**config.mk**
```make
export PLATFORM = sky130hd
export DESIGN_NAME = sample_min_max_avg_voltmeter_core_flat
export DESIGN_NICKNAME = d
export VERILOG_FILES = /design/src/rtl/core/smmav_pkg.sv /design/src/rtl/core/smmav_if.sv /design/src/rtl/core/sample_min_max_avg_voltmeter_core.sv /design/src/rtl/core/smmav_ctrl.sv /design/src/rtl/core/smmav_dp.sv /design/src/flat_wrapper.sv
export SDC_FILE = /design/constraint.sdc
export NUM_CORES = 1
export LEC_CHECK = 0
export ABC_AREA = 1
export BUFFER_PORTS_ARGS = -buffer_cell sky130_fd_sc_hd__buf_4
export CELL_PAD_IN_SITES_DETAIL_PLACEMENT = 0
export CELL_PAD_IN_SITES_GLOBAL_PLACEMENT = 2
export CORE_MARGIN = 5
export CORE_UTILIZATION = 39
export DETAILED_ROUTE_END_ITERATION = 6
export PLACE_DENSITY_LB_ADDON = 0.15
export SLEW_MARGIN = 5
export SYNTH_ARGS = -nofsm -noshare
export SYNTH_HDL_FRONTEND = slang
export SYNTH_HIERARCHICAL = 1
export SYNTH_SLANG_ARGS = --single-unit
```
**constraint.sdc**
```tcl
create_clock -name clock -period 7.44 [get_ports clock]
set_input_delay 0.372 -clock clock [delete_from_list [all_inputs] [get_ports clock]]
set_output_delay 0.372 -clock clock [all_outputs]
set_load 0.05 [all_outputs]
```
**src/rtl/core/smmav_pkg.sv**
```systemverilog
// Shared types, constants and scaling functions for the sample min/max/average voltmeter.
// Used by the interfaces, the controller, the datapath and the top level.
// Depends on nothing.
package smmav_pkg;

   // Widths of the running statistics.
   localparam int unsigned SUM_BITS   = 32;
   localparam int unsigned COUNT_BITS = 32;

   // Converter and display scaling.
   localparam int unsigned SAMPLE_BITS    = 10;
   localparam int unsigned FULL_SCALE     = 1023;
   localparam int unsigned CENTI_SPAN     = 500;
   localparam int unsigned CENTS_PER_VOLT = 100;
   localparam int unsigned CENTI_BITS     = 9;
   localparam int unsigned PROD_BITS      = SAMPLE_BITS + CENTI_BITS;
   localparam int unsigned VOLT_BITS      = 3;
   localparam int unsigned HUND_BITS      = 7;
   localparam int unsigned MAX_VOLTS      = CENTI_SPAN / CENTS_PER_VOLT;

   // Divider sizing: the mean saturates at 1023, so ten quotient bits suffice.
   localparam int unsigned QUOT_BITS = SAMPLE_BITS;
   localparam int unsigned DIV_W     = (SUM_BITS > COUNT_BITS + QUOT_BITS) ?
                                       SUM_BITS : COUNT_BITS + QUOT_BITS;
   localparam int unsigned STEP_BITS = $clog2(QUOT_BITS);

   // Request function codes.
   localparam logic FUNC_SAMPLE = 1'b0;
   localparam logic FUNC_CLEAR  = 1'b1;

   // Controller states.
   typedef enum logic [2:0] {
      ST_IDLE,
      ST_START,
      ST_DIV,
      ST_SCALE,
      ST_SPLIT
   } state_type;

   // Commands from the controller to the datapath.
   typedef struct packed {
      logic take_sample;
      logic take_clear;
      logic div_start;
      logic div_step;
      logic scale;
      logic load_out;
   } cmd_type;

   // One result as held in the output register.
   typedef struct packed {
      logic [VOLT_BITS-1:0] cur_volts;
      logic [HUND_BITS-1:0] cur_hundredths;
      logic [VOLT_BITS-1:0] min_volts;
      logic [HUND_BITS-1:0] min_hundredths;
      logic [VOLT_BITS-1:0] max_volts;
      logic [HUND_BITS-1:0] max_hundredths;
      logic [VOLT_BITS-1:0] avg_volts;
      logic [HUND_BITS-1:0] avg_hundredths;
   } result_type;

   // Centivolts of a raw reading: x*500/1023, truncated.
   // Division by 1023 uses x/1023 = x/1024 plus one correction, since the
   // remainder estimate stays below twice the divisor.
   function automatic logic [CENTI_BITS-1:0] scale_centi(input logic [SAMPLE_BITS-1:0] x);
      logic [PROD_BITS-1:0]   prod;
      logic [CENTI_BITS-1:0]  q0;
      logic [SAMPLE_BITS:0]   rem;
      prod = PROD_BITS'(x) * PROD_BITS'(CENTI_SPAN);
      q0   = prod[PROD_BITS-1:SAMPLE_BITS];
      rem  = (SAMPLE_BITS+1)'(prod[SAMPLE_BITS-1:0]) + (SAMPLE_BITS+1)'(q0);
      if (rem >= (SAMPLE_BITS+1)'(FULL_SCALE)) begin
         scale_centi = q0 + CENTI_BITS'(1);
      end else begin
         scale_centi = q0;
      end
   endfunction

   // Whole volts of a centivolt value.
   function automatic logic [VOLT_BITS-1:0] volts_of(input logic [CENTI_BITS-1:0] c);
      logic [VOLT_BITS-1:0] v;
      v = '0;
      for (int k = 1; k <= int'(MAX_VOLTS); k++) begin
         if (c >= CENTI_BITS'(k * int'(CENTS_PER_VOLT))) begin
            v = VOLT_BITS'(k);
         end
      end
      volts_of = v;
   endfunction

   // Hundredths left over once the whole volts are taken out.
   function automatic logic [HUND_BITS-1:0] hund_of(input logic [CENTI_BITS-1:0] c,
                                                    input logic [VOLT_BITS-1:0] v);
      logic [CENTI_BITS-1:0] whole;
      whole   = CENTI_BITS'(v) * CENTI_BITS'(CENTS_PER_VOLT);
      hund_of = HUND_BITS'(c - whole);
   endfunction

endpackage

```
**src/rtl/core/smmav_if.sv**
```systemverilog
// Request and response channel interfaces for the voltmeter core.
// Depends on smmav_pkg for field widths.

// Request channel: a new sample or a clear command.
interface smmav_req_if;
   logic                                valid;
   logic                                ready;
   logic                                func;
   logic [smmav_pkg::SAMPLE_BITS-1:0]   sample;

   modport source (output valid, output func, output sample, input ready);
   modport sink   (input valid, input func, input sample, output ready);
endinterface

// Response channel: scaled current, minimum, maximum and average.
interface smmav_rsp_if;
   logic                              valid;
   logic                              ready;
   logic [smmav_pkg::VOLT_BITS-1:0]   cur_volts;
   logic [smmav_pkg::HUND_BITS-1:0]   cur_hundredths;
   logic [smmav_pkg::VOLT_BITS-1:0]   min_volts;
   logic [smmav_pkg::HUND_BITS-1:0]   min_hundredths;
   logic [smmav_pkg::VOLT_BITS-1:0]   max_volts;
   logic [smmav_pkg::HUND_BITS-1:0]   max_hundredths;
   logic [smmav_pkg::VOLT_BITS-1:0]   avg_volts;
   logic [smmav_pkg::HUND_BITS-1:0]   avg_hundredths;

   modport source (output valid, output cur_volts, output cur_hundredths,
                   output min_volts, output min_hundredths, output max_volts,
                   output max_hundredths, output avg_volts, output avg_hundredths,
                   input ready);
   modport sink   (input valid, input cur_volts, input cur_hundredths,
                   input min_volts, input min_hundredths, input max_volts,
                   input max_hundredths, input avg_volts, input avg_hundredths,
                   output ready);
endinterface

```
**src/rtl/core/sample_min_max_avg_voltmeter_core.sv**
```systemverilog
// Voltmeter statistics core: running minimum, maximum and average of converter samples.
// Each request carries either a 10-bit sample or a clear command; every sample
// request yields one response with the latest, lowest, highest and mean reading,
// each scaled to volts and hundredths (x*500/1023 centivolts).
// Both channels use valid/ready; a request or response moves when both are high.
// A sample request passes through a set-up state, the ten-step restoring divider,
// a scale state and a split state before its response is valid; the divider forms
// the mean one quotient bit per cycle, and no new request is accepted until the
// core is back in its idle state.
// A clear request gives no response and restores reset values.
// The response sits in an output register, so the next request is accepted while
// it waits; if the receiver still stalls when the next result is ready, the core
// holds in its final stage until the register frees.
// Reset (synchronous, active high) clears the statistics: lowest 1023, highest 0,
// latest 0, sum and count 0; no response is pending after reset.
// Depends on smmav_pkg, smmav_if, smmav_ctrl and smmav_dp.
module sample_min_max_avg_voltmeter_core (
   input  logic         clock,
   input  logic         reset,
   smmav_req_if.sink    req_chan,
   smmav_rsp_if.source  rsp_chan
);
   import smmav_pkg::*;

   cmd_type    cmd;
   result_type result;

   // Sequencing of requests, divider steps and response handshake.
   smmav_ctrl u_ctrl (
      .clock     (clock),
      .reset     (reset),
      .req_valid (req_chan.valid),
      .req_func  (req_chan.func),
      .req_ready (req_chan.ready),
      .rsp_ready (rsp_chan.ready),
      .rsp_valid (rsp_chan.valid),
      .cmd       (cmd)
   );

   // Statistics, mean division and scaling.
   smmav_dp u_dp (
      .clock      (clock),
      .reset      (reset),
      .cmd        (cmd),
      .req_sample (req_chan.sample),
      .result     (result)
   );

   // Response payload.
   assign rsp_chan.cur_volts      = result.cur_volts;
   assign rsp_chan.cur_hundredths = result.cur_hundredths;
   assign rsp_chan.min_volts      = result.min_volts;
   assign rsp_chan.min_hundredths = result.min_hundredths;
   assign rsp_chan.max_volts      = result.max_volts;
   assign rsp_chan.max_hundredths = result.max_hundredths;
   assign rsp_chan.avg_volts      = result.avg_volts;
   assign rsp_chan.avg_hundredths = result.avg_hundredths;

endmodule

```
**src/rtl/core/smmav_ctrl.sv**
```systemverilog
// Controller state machine: request handshake, divider sequencing and response valid.
// Depends on smmav_pkg for the state, command and step-count definitions.
module smmav_ctrl (
   input  logic                clock,
   input  logic                reset,
   input  logic                req_valid,
   input  logic                req_func,
   output logic                req_ready,
   input  logic                rsp_ready,
   output logic                rsp_valid,
   output smmav_pkg::cmd_type  cmd
);
   import smmav_pkg::*;

   state_type             state_ff, state_in;
   logic [STEP_BITS-1:0]  step_ff, step_in;
   logic                  rsp_valid_ff, rsp_valid_in;
   logic                  slot_free;
   logic                  last_step;

   assign slot_free = !rsp_valid_ff || rsp_ready;
   assign last_step = (step_ff == STEP_BITS'(QUOT_BITS - 1));

   // Next state.
   always_comb begin
      state_in = state_ff;
      case (state_ff)
         ST_IDLE: begin
            if (req_valid && (req_func == FUNC_SAMPLE)) begin
               state_in = ST_START;
            end
         end
         ST_START: state_in = ST_DIV;
         ST_DIV: begin
            if (last_step) begin
               state_in = ST_SCALE;
            end
         end
         ST_SCALE: state_in = ST_SPLIT;
         ST_SPLIT: begin
            if (slot_free) begin
               state_in = ST_IDLE;
            end
         end
         default: state_in = ST_IDLE;
      endcase
   end

   // Outputs and datapath commands.
   always_comb begin
      req_ready = 1'b0;
      cmd       = '0;
      case (state_ff)
         ST_IDLE: begin
            req_ready        = 1'b1;
            cmd.take_sample  = req_valid && (req_func == FUNC_SAMPLE);
            cmd.take_clear   = req_valid && (req_func == FUNC_CLEAR);
         end
         ST_START: cmd.div_start = 1'b1;
         ST_DIV:   cmd.div_step  = 1'b1;
         ST_SCALE: cmd.scale     = 1'b1;
         ST_SPLIT: cmd.load_out  = slot_free;
         default: begin
            req_ready = 1'b0;
         end
      endcase
   end

   // Divider step counter.
   always_comb begin
      step_in = step_ff;
      if (cmd.div_start) begin
         step_in = '0;
      end else if (cmd.div_step && !last_step) begin
         step_in = step_ff + STEP_BITS'(1);
      end
   end

   // The response stays valid until the receiver takes it.
   always_comb begin
      rsp_valid_in = rsp_valid_ff;
      if (cmd.load_out) begin
         rsp_valid_in = 1'b1;
      end else if (rsp_ready) begin
         rsp_valid_in = 1'b0;
      end
   end

   assign rsp_valid = rsp_valid_ff;

   always_ff @(posedge clock) begin
      if (reset) begin
         state_ff     <= ST_IDLE;
         step_ff      <= '0;
         rsp_valid_ff <= 1'b0;
      end else begin
         state_ff     <= state_in;
         step_ff      <= step_in;
         rsp_valid_ff <= rsp_valid_in;
      end
   end

endmodule

```
**src/rtl/core/smmav_dp.sv**
```systemverilog
// Datapath: running statistics, restoring divider for the mean, scaling and output register.
// Depends on smmav_pkg for widths, command struct and scaling functions.
module smmav_dp (
   input  logic                                clock,
   input  logic                                reset,
   input  smmav_pkg::cmd_type                  cmd,
   input  logic [smmav_pkg::SAMPLE_BITS-1:0]   req_sample,
   output smmav_pkg::result_type               result
);
   import smmav_pkg::*;

   logic [SAMPLE_BITS-1:0] lowest_ff, lowest_in;
   logic [SAMPLE_BITS-1:0] highest_ff, highest_in;
   logic [SAMPLE_BITS-1:0] latest_ff, latest_in;
   logic [SUM_BITS-1:0]    sum_ff, sum_in, sum_base;
   logic [COUNT_BITS-1:0]  cnt_ff, cnt_in, cnt_base;

   logic [DIV_W-1:0]       rem_ff, rem_in;
   logic [DIV_W-1:0]       dvs_ff, dvs_in;
   logic [QUOT_BITS-1:0]   quot_ff, quot_in;
   logic                   sat_ff, sat_in;
   logic                   rem_ge;
   logic [SAMPLE_BITS-1:0] mean;

   logic [CENTI_BITS-1:0]  cur_c_ff, min_c_ff, max_c_ff, avg_c_ff;
   result_type             result_ff, result_in;

   // Statistics update: count and sum restart from zero when all ones.
   always_comb begin
      cnt_base   = (cnt_ff == {COUNT_BITS{1'b1}}) ? '0 : cnt_ff;
      sum_base   = (sum_ff == {SUM_BITS{1'b1}}) ? '0 : sum_ff;
      lowest_in  = lowest_ff;
      highest_in = highest_ff;
      latest_in  = latest_ff;
      sum_in     = sum_ff;
      cnt_in     = cnt_ff;
      if (cmd.take_clear) begin
         lowest_in  = SAMPLE_BITS'(FULL_SCALE);
         highest_in = '0;
         latest_in  = '0;
         sum_in     = '0;
         cnt_in     = '0;
      end else if (cmd.take_sample) begin
         cnt_in    = cnt_base + COUNT_BITS'(1);
         sum_in    = sum_base + SUM_BITS'(req_sample);
         latest_in = req_sample;
         if (req_sample < lowest_ff) begin
            lowest_in = req_sample;
         end
         if (req_sample > highest_ff) begin
            highest_in = req_sample;
         end
      end
   end

   always_ff @(posedge clock) begin
      if (reset) begin
         lowest_ff  <= SAMPLE_BITS'(FULL_SCALE);
         highest_ff <= '0;
         latest_ff  <= '0;
         sum_ff     <= '0;
         cnt_ff     <= '0;
      end else begin
         lowest_ff  <= lowest_in;
         highest_ff <= highest_in;
         latest_ff  <= latest_in;
         sum_ff     <= sum_in;
         cnt_ff     <= cnt_in;
      end
   end

   // Restoring divider, one quotient bit per cycle, most significant first.
   // A quotient of 1024 or more is detected up front and saturates.
   assign rem_ge = (rem_ff >= dvs_ff);

   always_comb begin
      rem_in  = rem_ff;
      dvs_in  = dvs_ff;
      quot_in = quot_ff;
      sat_in  = sat_ff;
      if (cmd.div_start) begin
         rem_in  = DIV_W'(sum_ff);
         dvs_in  = DIV_W'(cnt_ff) << (QUOT_BITS - 1);
         quot_in = '0;
         sat_in  = (DIV_W'(sum_ff) >= (DIV_W'(cnt_ff) << QUOT_BITS));
      end else if (cmd.div_step) begin
         if (rem_ge) begin
            rem_in = rem_ff - dvs_ff;
         end
         dvs_in  = dvs_ff >> 1;
         quot_in = {quot_ff[QUOT_BITS-2:0], rem_ge};
      end
   end

   assign mean = sat_ff ? SAMPLE_BITS'(FULL_SCALE) : SAMPLE_BITS'(quot_ff);

   // Divider and centivolt registers carry payload only.
   always_ff @(posedge clock) begin
      rem_ff  <= rem_in;
      dvs_ff  <= dvs_in;
      quot_ff <= quot_in;
      sat_ff  <= sat_in;
      if (cmd.scale) begin
         cur_c_ff <= scale_centi(latest_ff);
         min_c_ff <= scale_centi(lowest_ff);
         max_c_ff <= scale_centi(highest_ff);
         avg_c_ff <= scale_centi(mean);
      end
   end

   // Split centivolts into volts and hundredths for the output register.
   always_comb begin
      result_in.cur_volts      = volts_of(cur_c_ff);
      result_in.cur_hundredths = hund_of(cur_c_ff, result_in.cur_volts);
      result_in.min_volts      = volts_of(min_c_ff);
      result_in.min_hundredths = hund_of(min_c_ff, result_in.min_volts);
      result_in.max_volts      = volts_of(max_c_ff);
      result_in.max_hundredths = hund_of(max_c_ff, result_in.max_volts);
      result_in.avg_volts      = volts_of(avg_c_ff);
      result_in.avg_hundredths = hund_of(avg_c_ff, result_in.avg_volts);
   end

   always_ff @(posedge clock) begin
      if (cmd.load_out) begin
         result_ff <= result_in;
      end
   end

   assign result = result_ff;

endmodule

```
**src/flat_wrapper.sv**
```systemverilog
// flat-port wrapper written by rule: the top's interface ports become plain ports
module sample_min_max_avg_voltmeter_core_flat import smmav_pkg::*;
  (clock, reset, req_chan_valid, req_chan_func, req_chan_sample, req_chan_ready, rsp_chan_valid, rsp_chan_cur_volts, rsp_chan_cur_hundredths, rsp_chan_min_volts, rsp_chan_min_hundredths, rsp_chan_max_volts, rsp_chan_max_hundredths, rsp_chan_avg_volts, rsp_chan_avg_hundredths, rsp_chan_ready);
  smmav_req_if req_chan_i ();
  smmav_rsp_if rsp_chan_i ();
  input  logic clock;
  input  logic reset;
  input wire logic [$bits(req_chan_i.valid)-1:0] req_chan_valid;
  input wire logic [$bits(req_chan_i.func)-1:0] req_chan_func;
  input wire logic [$bits(req_chan_i.sample)-1:0] req_chan_sample;
  output wire logic [$bits(req_chan_i.ready)-1:0] req_chan_ready;
  output wire logic [$bits(rsp_chan_i.valid)-1:0] rsp_chan_valid;
  output wire logic [$bits(rsp_chan_i.cur_volts)-1:0] rsp_chan_cur_volts;
  output wire logic [$bits(rsp_chan_i.cur_hundredths)-1:0] rsp_chan_cur_hundredths;
  output wire logic [$bits(rsp_chan_i.min_volts)-1:0] rsp_chan_min_volts;
  output wire logic [$bits(rsp_chan_i.min_hundredths)-1:0] rsp_chan_min_hundredths;
  output wire logic [$bits(rsp_chan_i.max_volts)-1:0] rsp_chan_max_volts;
  output wire logic [$bits(rsp_chan_i.max_hundredths)-1:0] rsp_chan_max_hundredths;
  output wire logic [$bits(rsp_chan_i.avg_volts)-1:0] rsp_chan_avg_volts;
  output wire logic [$bits(rsp_chan_i.avg_hundredths)-1:0] rsp_chan_avg_hundredths;
  input wire logic [$bits(rsp_chan_i.ready)-1:0] rsp_chan_ready;
  assign req_chan_i.valid = req_chan_valid;
  assign req_chan_i.func = req_chan_func;
  assign req_chan_i.sample = req_chan_sample;
  assign req_chan_ready = req_chan_i.ready;
  assign rsp_chan_valid = rsp_chan_i.valid;
  assign rsp_chan_cur_volts = rsp_chan_i.cur_volts;
  assign rsp_chan_cur_hundredths = rsp_chan_i.cur_hundredths;
  assign rsp_chan_min_volts = rsp_chan_i.min_volts;
  assign rsp_chan_min_hundredths = rsp_chan_i.min_hundredths;
  assign rsp_chan_max_volts = rsp_chan_i.max_volts;
  assign rsp_chan_max_hundredths = rsp_chan_i.max_hundredths;
  assign rsp_chan_avg_volts = rsp_chan_i.avg_volts;
  assign rsp_chan_avg_hundredths = rsp_chan_i.avg_hundredths;
  assign rsp_chan_i.ready = rsp_chan_ready;
  sample_min_max_avg_voltmeter_core u_core (.clock(clock), .reset(reset), .req_chan(req_chan_i), .rsp_chan(rsp_chan_i));
endmodule
```
# Yosys cells after proc, flatten, opt, wreduce, memory -nomap -nowiden
# Cells that the tools add are included.
# word_totals
reg_bits,272
in_bits,15
output_inout_bits,42
elab_cells,150
# classes
n_addsub,16
mul,8
order_cmp,28
eq_ne,10
mux,44
bitwise_logic,1
reduce_logical,17
# ops
operator,count
$mux 32,5
$ge 9x9->1 const B,12
$mux 41,2
$mul 10x7->17 const B,4
$eq 32x32->1 const B,2
$mux 3,19
$add 10x9->11,4
$ge 11x10->1 const B,4
$ge 32x42->1,1
$ge 42x41->1,1
$sub 42x41->42,1
$add 9x1->9 const B,4
$ge 9x7->1 const B,4
$ge 9x8->1 const B,4
$mux 9,4
$add 32x1->32 const B,1
$add 32x10->32,1
$sub 7x7->7,4
$mul 3x5->5 const B,4
$pmux 3 s5,1
$mux 1,11
$gt 10x10->1,1
$lt 10x10->1,1
$mux 10,1
other kinds (16),28

# Longest topological paths before layout
# depth
ltp_word,8
mapped_depth,38

# Cells and area by module
# Netlist, hierarchy kept.
# modules_own_cells
mod,n_inst,cells_each,area_per_inst_um2,seq_area_each_um2
smmav_dp,1,3231,24871.4,6696.4
smmav_ctrl,1,78,509.2,160.2

# Worst setup path before layout
# OpenSTA, ideal clock, no wires.
# synth_path
kind,reg2reg
start,register u_core.u_dp.latest_ff[1]
end,register u_core.u_dp.cur_c_ff[3] (data pin)
setup_ns,0.273
arrival_ns,5.640
required_time_ns,7.167
slack_ns,1.528
stages_incl_launch_ff,32
n_path_buf,1
cell_sequence,dfxtp_1 > inv_1 > fa_1 > fa_1 > inv_1 > fa_1 > inv_1 > fa_1 > inv_1 > ha_1 > a21oi_1 > o21ai_0 > a21oi_1 > o21ai_0 > xor2_1 > inv_1 > ha_1 > inv_1 > fa_1 > nor2_1 > nor2_1 > nor2_1 > nor2_1 > o21bai_1 > a21oi_1 > nor2_1 > nor3_1 > nand3_1 > nand2_1 > buf_2 > nand2_1 > xor2_1
# synth_via
elab_chain_len,4
elab_cells_between_ends,5
classes_between,add/sub: 2; mul: 1; order compare: 1; mux: 1
# synth_lines
element,line_no,rtl
"start, declared",smmav_dp.sv:14,"logic [SAMPLE_BITS-1:0] latest_ff, latest_in;"
"start signal, assigned",smmav_dp.sv:66,latest_ff <= latest_in;
$mul 10x7->17 *,smmav_pkg.sv:69,prod = PROD_BITS'(x) * PROD_BITS'(CENTI_SPAN);
$add 10x9->11,smmav_pkg.sv:71,rem = (SAMPLE_BITS+1)'(prod[SAMPLE_BITS-1:0]) + (SAMPLE_BITS+1)'(q0);
$ge 11x10->1,smmav_pkg.sv:72,if (rem >= (SAMPLE_BITS+1)'(FULL_SCALE)) begin
$mux 9 *,smmav_pkg.sv:72,
"end signal, assigned",smmav_dp.sv:104,cur_c_ff <= scale_centi(latest_ff);
"end, declared",smmav_dp.sv:25,"logic [CENTI_BITS-1:0] cur_c_ff, min_c_ff, max_c_ff, avg_c_ff;"
# Every way passes the cells marked *; elsewhere a longest branch is shown, timed or not.
# A chain may end at the register's enable or synchronous reset.

# Final worst setup path
# layout_path
start,register u_core.u_dp.latest_ff[1]
end,register u_core.u_dp.cur_c_ff[5] (data pin)
# Same word-level chain as after synthesis.

==> results.py <==
metrics = {
    "cells_and_area": {
        "drive_gt1_share_pct": 5.62,
        "area_growth_pct": 10.3,
        "final_nets": 3810,
        "diodes": 0,
    },
    "placed_design": {
        "place.gp.congestion": 0.891,
        "portBuffers": 56,
        "dpl.hpwl_mm": 55.9,
    },
    "clock_tree": {
        "worstSkewPairLatency_ps": 550,
        "clk_path_buf_depth": 3,
        "cts_setup_buffers": 0,
        "cts_tree": "built",
        "cts-root-buf": "clkbuf_16",
        "hold_buffers": 0,
        "ctsResizeCount": 0,
        "cts_buffers": 37,
        "clkSinkCount": 272,
        "clkTransAtPathRegs_ps": 60,
        "h-tree-depth": 2,
    },
    "worst_setup_path": {
        "max_stage_delay_ps": 540,
        "crit_arrival_ps": 6930,
        "worst-path-max-fanout": 12,
        "endpoint_kind": "flop",
        "r2r_slack_ps": 790,
        "required_ps": 7720,
        "crit_path_start_kind": "flop",
        "reg2reg_to": "u_core/u_dp/cur_c_ff[5]$_DFFE_PP_",
        "slowest_stage": "fa_1",
        "rr_startpoint": "u_core/u_dp/latest_ff[1]$_SDFFE_PP0P_",
        "worstSetupPathType": "flop to flop",
        "worst_path_most_repeated_cell": "inv_1",
        "rr_worst_depth": 30,
    },
    "timing": {
        "min_period_ps": 6650,
        "slew-limit-headroom_pct": 43.9,
        "clock_skew_ps": 19.3,
        "hold_viol_final": 0,
        "slew_violations": 0,
        "rsz0062_at_grt": "no",
        "fmax_ghz": 0.150,
        "worst_pin_slew_ps": 839,
        "setup_viol": 0,
        "min_period_over_period_pct": 89.4,
        "tns_ps": 0,
    },
    "yosys": {
        "ys_ff_latch": 272,
        "synthesis.area_um2": 25400,
        "synth.top_cells.by_area": "edfxtp_1 (17%), ha_1 (15%), dfxtp_1 (10%)",
        "synth_nets": 3751,
        "synth_cells": 3309,
        "synth_edf_count": 141,
        "ys_seq_area_share_pct": 27.0,
        "post-synth-top-count-cell": "inv_1",
        "synth_top_area_share_pct": 16.7,
        "synth_top_area_cell": "edfxtp_1",
        "synth_area_per_cell_um2": 7.67,
        "ys_warn_count": 6,
        "synthFlopType": "edfxtp_1",
        "synthArstFlopShare_pct": 0,
        "synth_cell_types": 62,
        "ys_top_cells_by_count": "inv_1 (652), nand2_1 (599), ha_1 (300)",
    },
    "floorplan": {
        "fp-row-count": 93,
        "dieArea_um2": 70300,
        "start_util_pct": 39.4,
        "die_width_um": 265,
        "ios": 57,
        "core_area_um2": 64500,
        "die_y_um": 265,
    },
    "drt": {
        "drt_iter0_markers": 1184,
        "drtAntennaViolNets": 0,
        "drt_first_pass_iters": 5,
        "drc": 0,
        "viasPerCell": 5.06,
        "routed_wl_mm": 69.4,
        "wl_per_cell_um": 16.3,
        "vias": 21535,
    },
    "hold_path": {
        "min_path_type": "input port to flop",
        "holdPathStages": 2,
        "holdPathEnd": "u_core/u_ctrl/state_ff[1]$_SDFFE_PP0P_",
        "hold_start": "reset",
    },
    "global_routing": {
        "antenna_found_initial": 0,
        "first_global_vias": 21431,
        "grtUsageTotal_pct": 19.5,
        "grt_overflow": 0,
        "grt_pass1_wl_mm": 113,
        "grt_max_degree": 47,
    },
    "run": {
        "maxCapViolations": 0,
    },
    "status": {
        "status": "finished clean",
    },
}
worst max-delay path by stage:
| stage | start | endpoint | slack (ps) | cells after the start |
|---|---|---|---|---|
| floorplan | u_core/u_dp/latest_ff[1]$_SDFFE_PP0P_ | u_core/u_dp/cur_c_ff[3]$_DFFE_PP_ | 1530 | 31 |
| global placement | u_core/u_dp/latest_ff[1]$_SDFFE_PP0P_ | u_core/u_dp/cur_c_ff[5]$_DFFE_PP_ | 970 | 30 |
| detailed placement | u_core/u_dp/highest_ff[5]$_SDFFE_PP0P_ | u_core/u_dp/max_c_ff[5]$_DFFE_PP_ | 820 | 31 |
| CTS | u_core/u_dp/latest_ff[1]$_SDFFE_PP0P_ | u_core/u_dp/cur_c_ff[5]$_DFFE_PP_ | 770 | 30 |
| global route | u_core/u_dp/latest_ff[1]$_SDFFE_PP0P_ | u_core/u_dp/cur_c_ff[5]$_DFFE_PP_ | 110 | 30 |
| finish | u_core/u_dp/latest_ff[1]$_SDFFE_PP0P_ | u_core/u_dp/cur_c_ff[5]$_DFFE_PP_ | 790 | 30 |
per-stage QoR:
step / setup slack, ps / utilization (%) / hold slack, ps / std cells / area [um^2]
after floorplan: 1530 / - / 400 / 3309 / 25400
after global placement: 971 / 41.5 / 404 / 4184 / 26800
after detailed placement: 819 / 41.5 / 407 / 4184 / 26800
after CTS: 766 / 43.4 / 23.6 / 4252 / 28000
after global routing: 106 / 43.4 / 55.4 / 4252 / 28000
final: 790 / 43.4 / 63.0 / 4252 / 28000
metal layers:
metal	vias to the layer above	GRT usage [%]	wire, um
met5	-	0	0
li1	10998	-	-
met4	0	5.09	1680
met1	10099	26.8	33100
met2	358	33.0	32300
met3	80	1.93	2260
cell usage in the layout (no fill, tap or decap), types with 5 or more instances in the layout:
| cell | synthesis | routed |
|---|---|---|
| or2_2 | 20 | 20 |
| nor3_1 | 61 | 60 |
| buf_4 | 2 | 69 |
| nand4_1 | 56 | 56 |
| inv_2 | 8 | 8 |
| xor2_1 | 89 | 89 |
| o31ai_1 | 6 | 6 |
| nand2_1 | 599 | 598 |
| o21a_1 | 9 | 9 |
| a31oi_1 | 32 | 32 |
| clkbuf_1 | 34 | 9 |
| o22ai_1 | 46 | 46 |
| inv_1 | 652 | 652 |
| nor2_4 | 4 | 5 |
| clkbuf_16 | 0 | 39 |
| nand2_2 | 9 | 10 |
| xnor2_1 | 29 | 29 |
| a21boi_0 | 6 | 6 |
| nor3b_1 | 6 | 6 |
| a21o_1 | 10 | 10 |
| a211oi_1 | 6 | 6 |
| nand3b_1 | 5 | 5 |
| fa_1 | 127 | 127 |
| a21oi_1 | 215 | 215 |
| clkinv_1 | 2 | 8 |
| ha_1 | 300 | 300 |
| nand3_1 | 165 | 165 |
| nor4_1 | 23 | 23 |
| nor2_2 | 8 | 9 |
| dfxtp_1 | 131 | 131 |
| o211ai_1 | 10 | 10 |
| nor2_1 | 242 | 240 |
| o21ai_0 | 184 | 184 |
| edfxtp_1 | 141 | 141 |
| o21bai_1 | 18 | 18 |
worst max-delay path: cells and delay by family, from the launching register on:
family	cells	cell delay (ps)
adder cells (fa/ha/maj)	7	2790
XOR/XNOR	2	480
AO/OA/AOI/OAI	6	940
AND/OR/NAND/NOR	9	1160
flip-flops	1	500
buffers and inverters	6	520
kinds of logic (layout without fill, tap and decap cells):
family,after synthesis,count (layout),share of synthesized area [%]
compound gates,566,566,12.5
xor+xnor,120,120,4.22
fa+ha+maj,427,427,24.8
buf+inv,713,801,10.6
flops,272,272,27.0
simple gates,1211,1211,20.8
state kept, by name, indices dropped and copies added (netlist names), 4 cells and up:
register,cells
u_core/u_dp/cnt_ff,32
u_core/u_dp/quot_ff,10
u_core/u_dp/dvs_ff,41
u_core/u_dp/result,40
u_core/u_dp/highest_ff,10
u_core/u_dp/sum_ff,32
u_core/u_dp/avg_c_ff,9
u_core/u_dp/latest_ff,10
u_core/u_ctrl/step_ff,4
u_core/u_dp/rem_ff,42
u_core/u_dp/cur_c_ff,9
u_core/u_dp/max_c_ff,9
u_core/u_dp/min_c_ff,9
u_core/u_dp/lowest_ff,10
cell type report:
cell class | instances | area [um^2]
Fill cell | 6654 | 36500
Multi-Input combinational cell | 2324 | 15800
Sequential cell | 272 | 6860
Inverter | 664 | 2500
Tap cell | 855 | 1070
Clock buffer | 52 | 1060
Timing Repair Buffer | 69 | 518
Clock inverter | 16 | 135
Power is left out: the tool's default activity adds up to more than one toggle a clock period on the data nets, which glitch-free logic cannot reach.
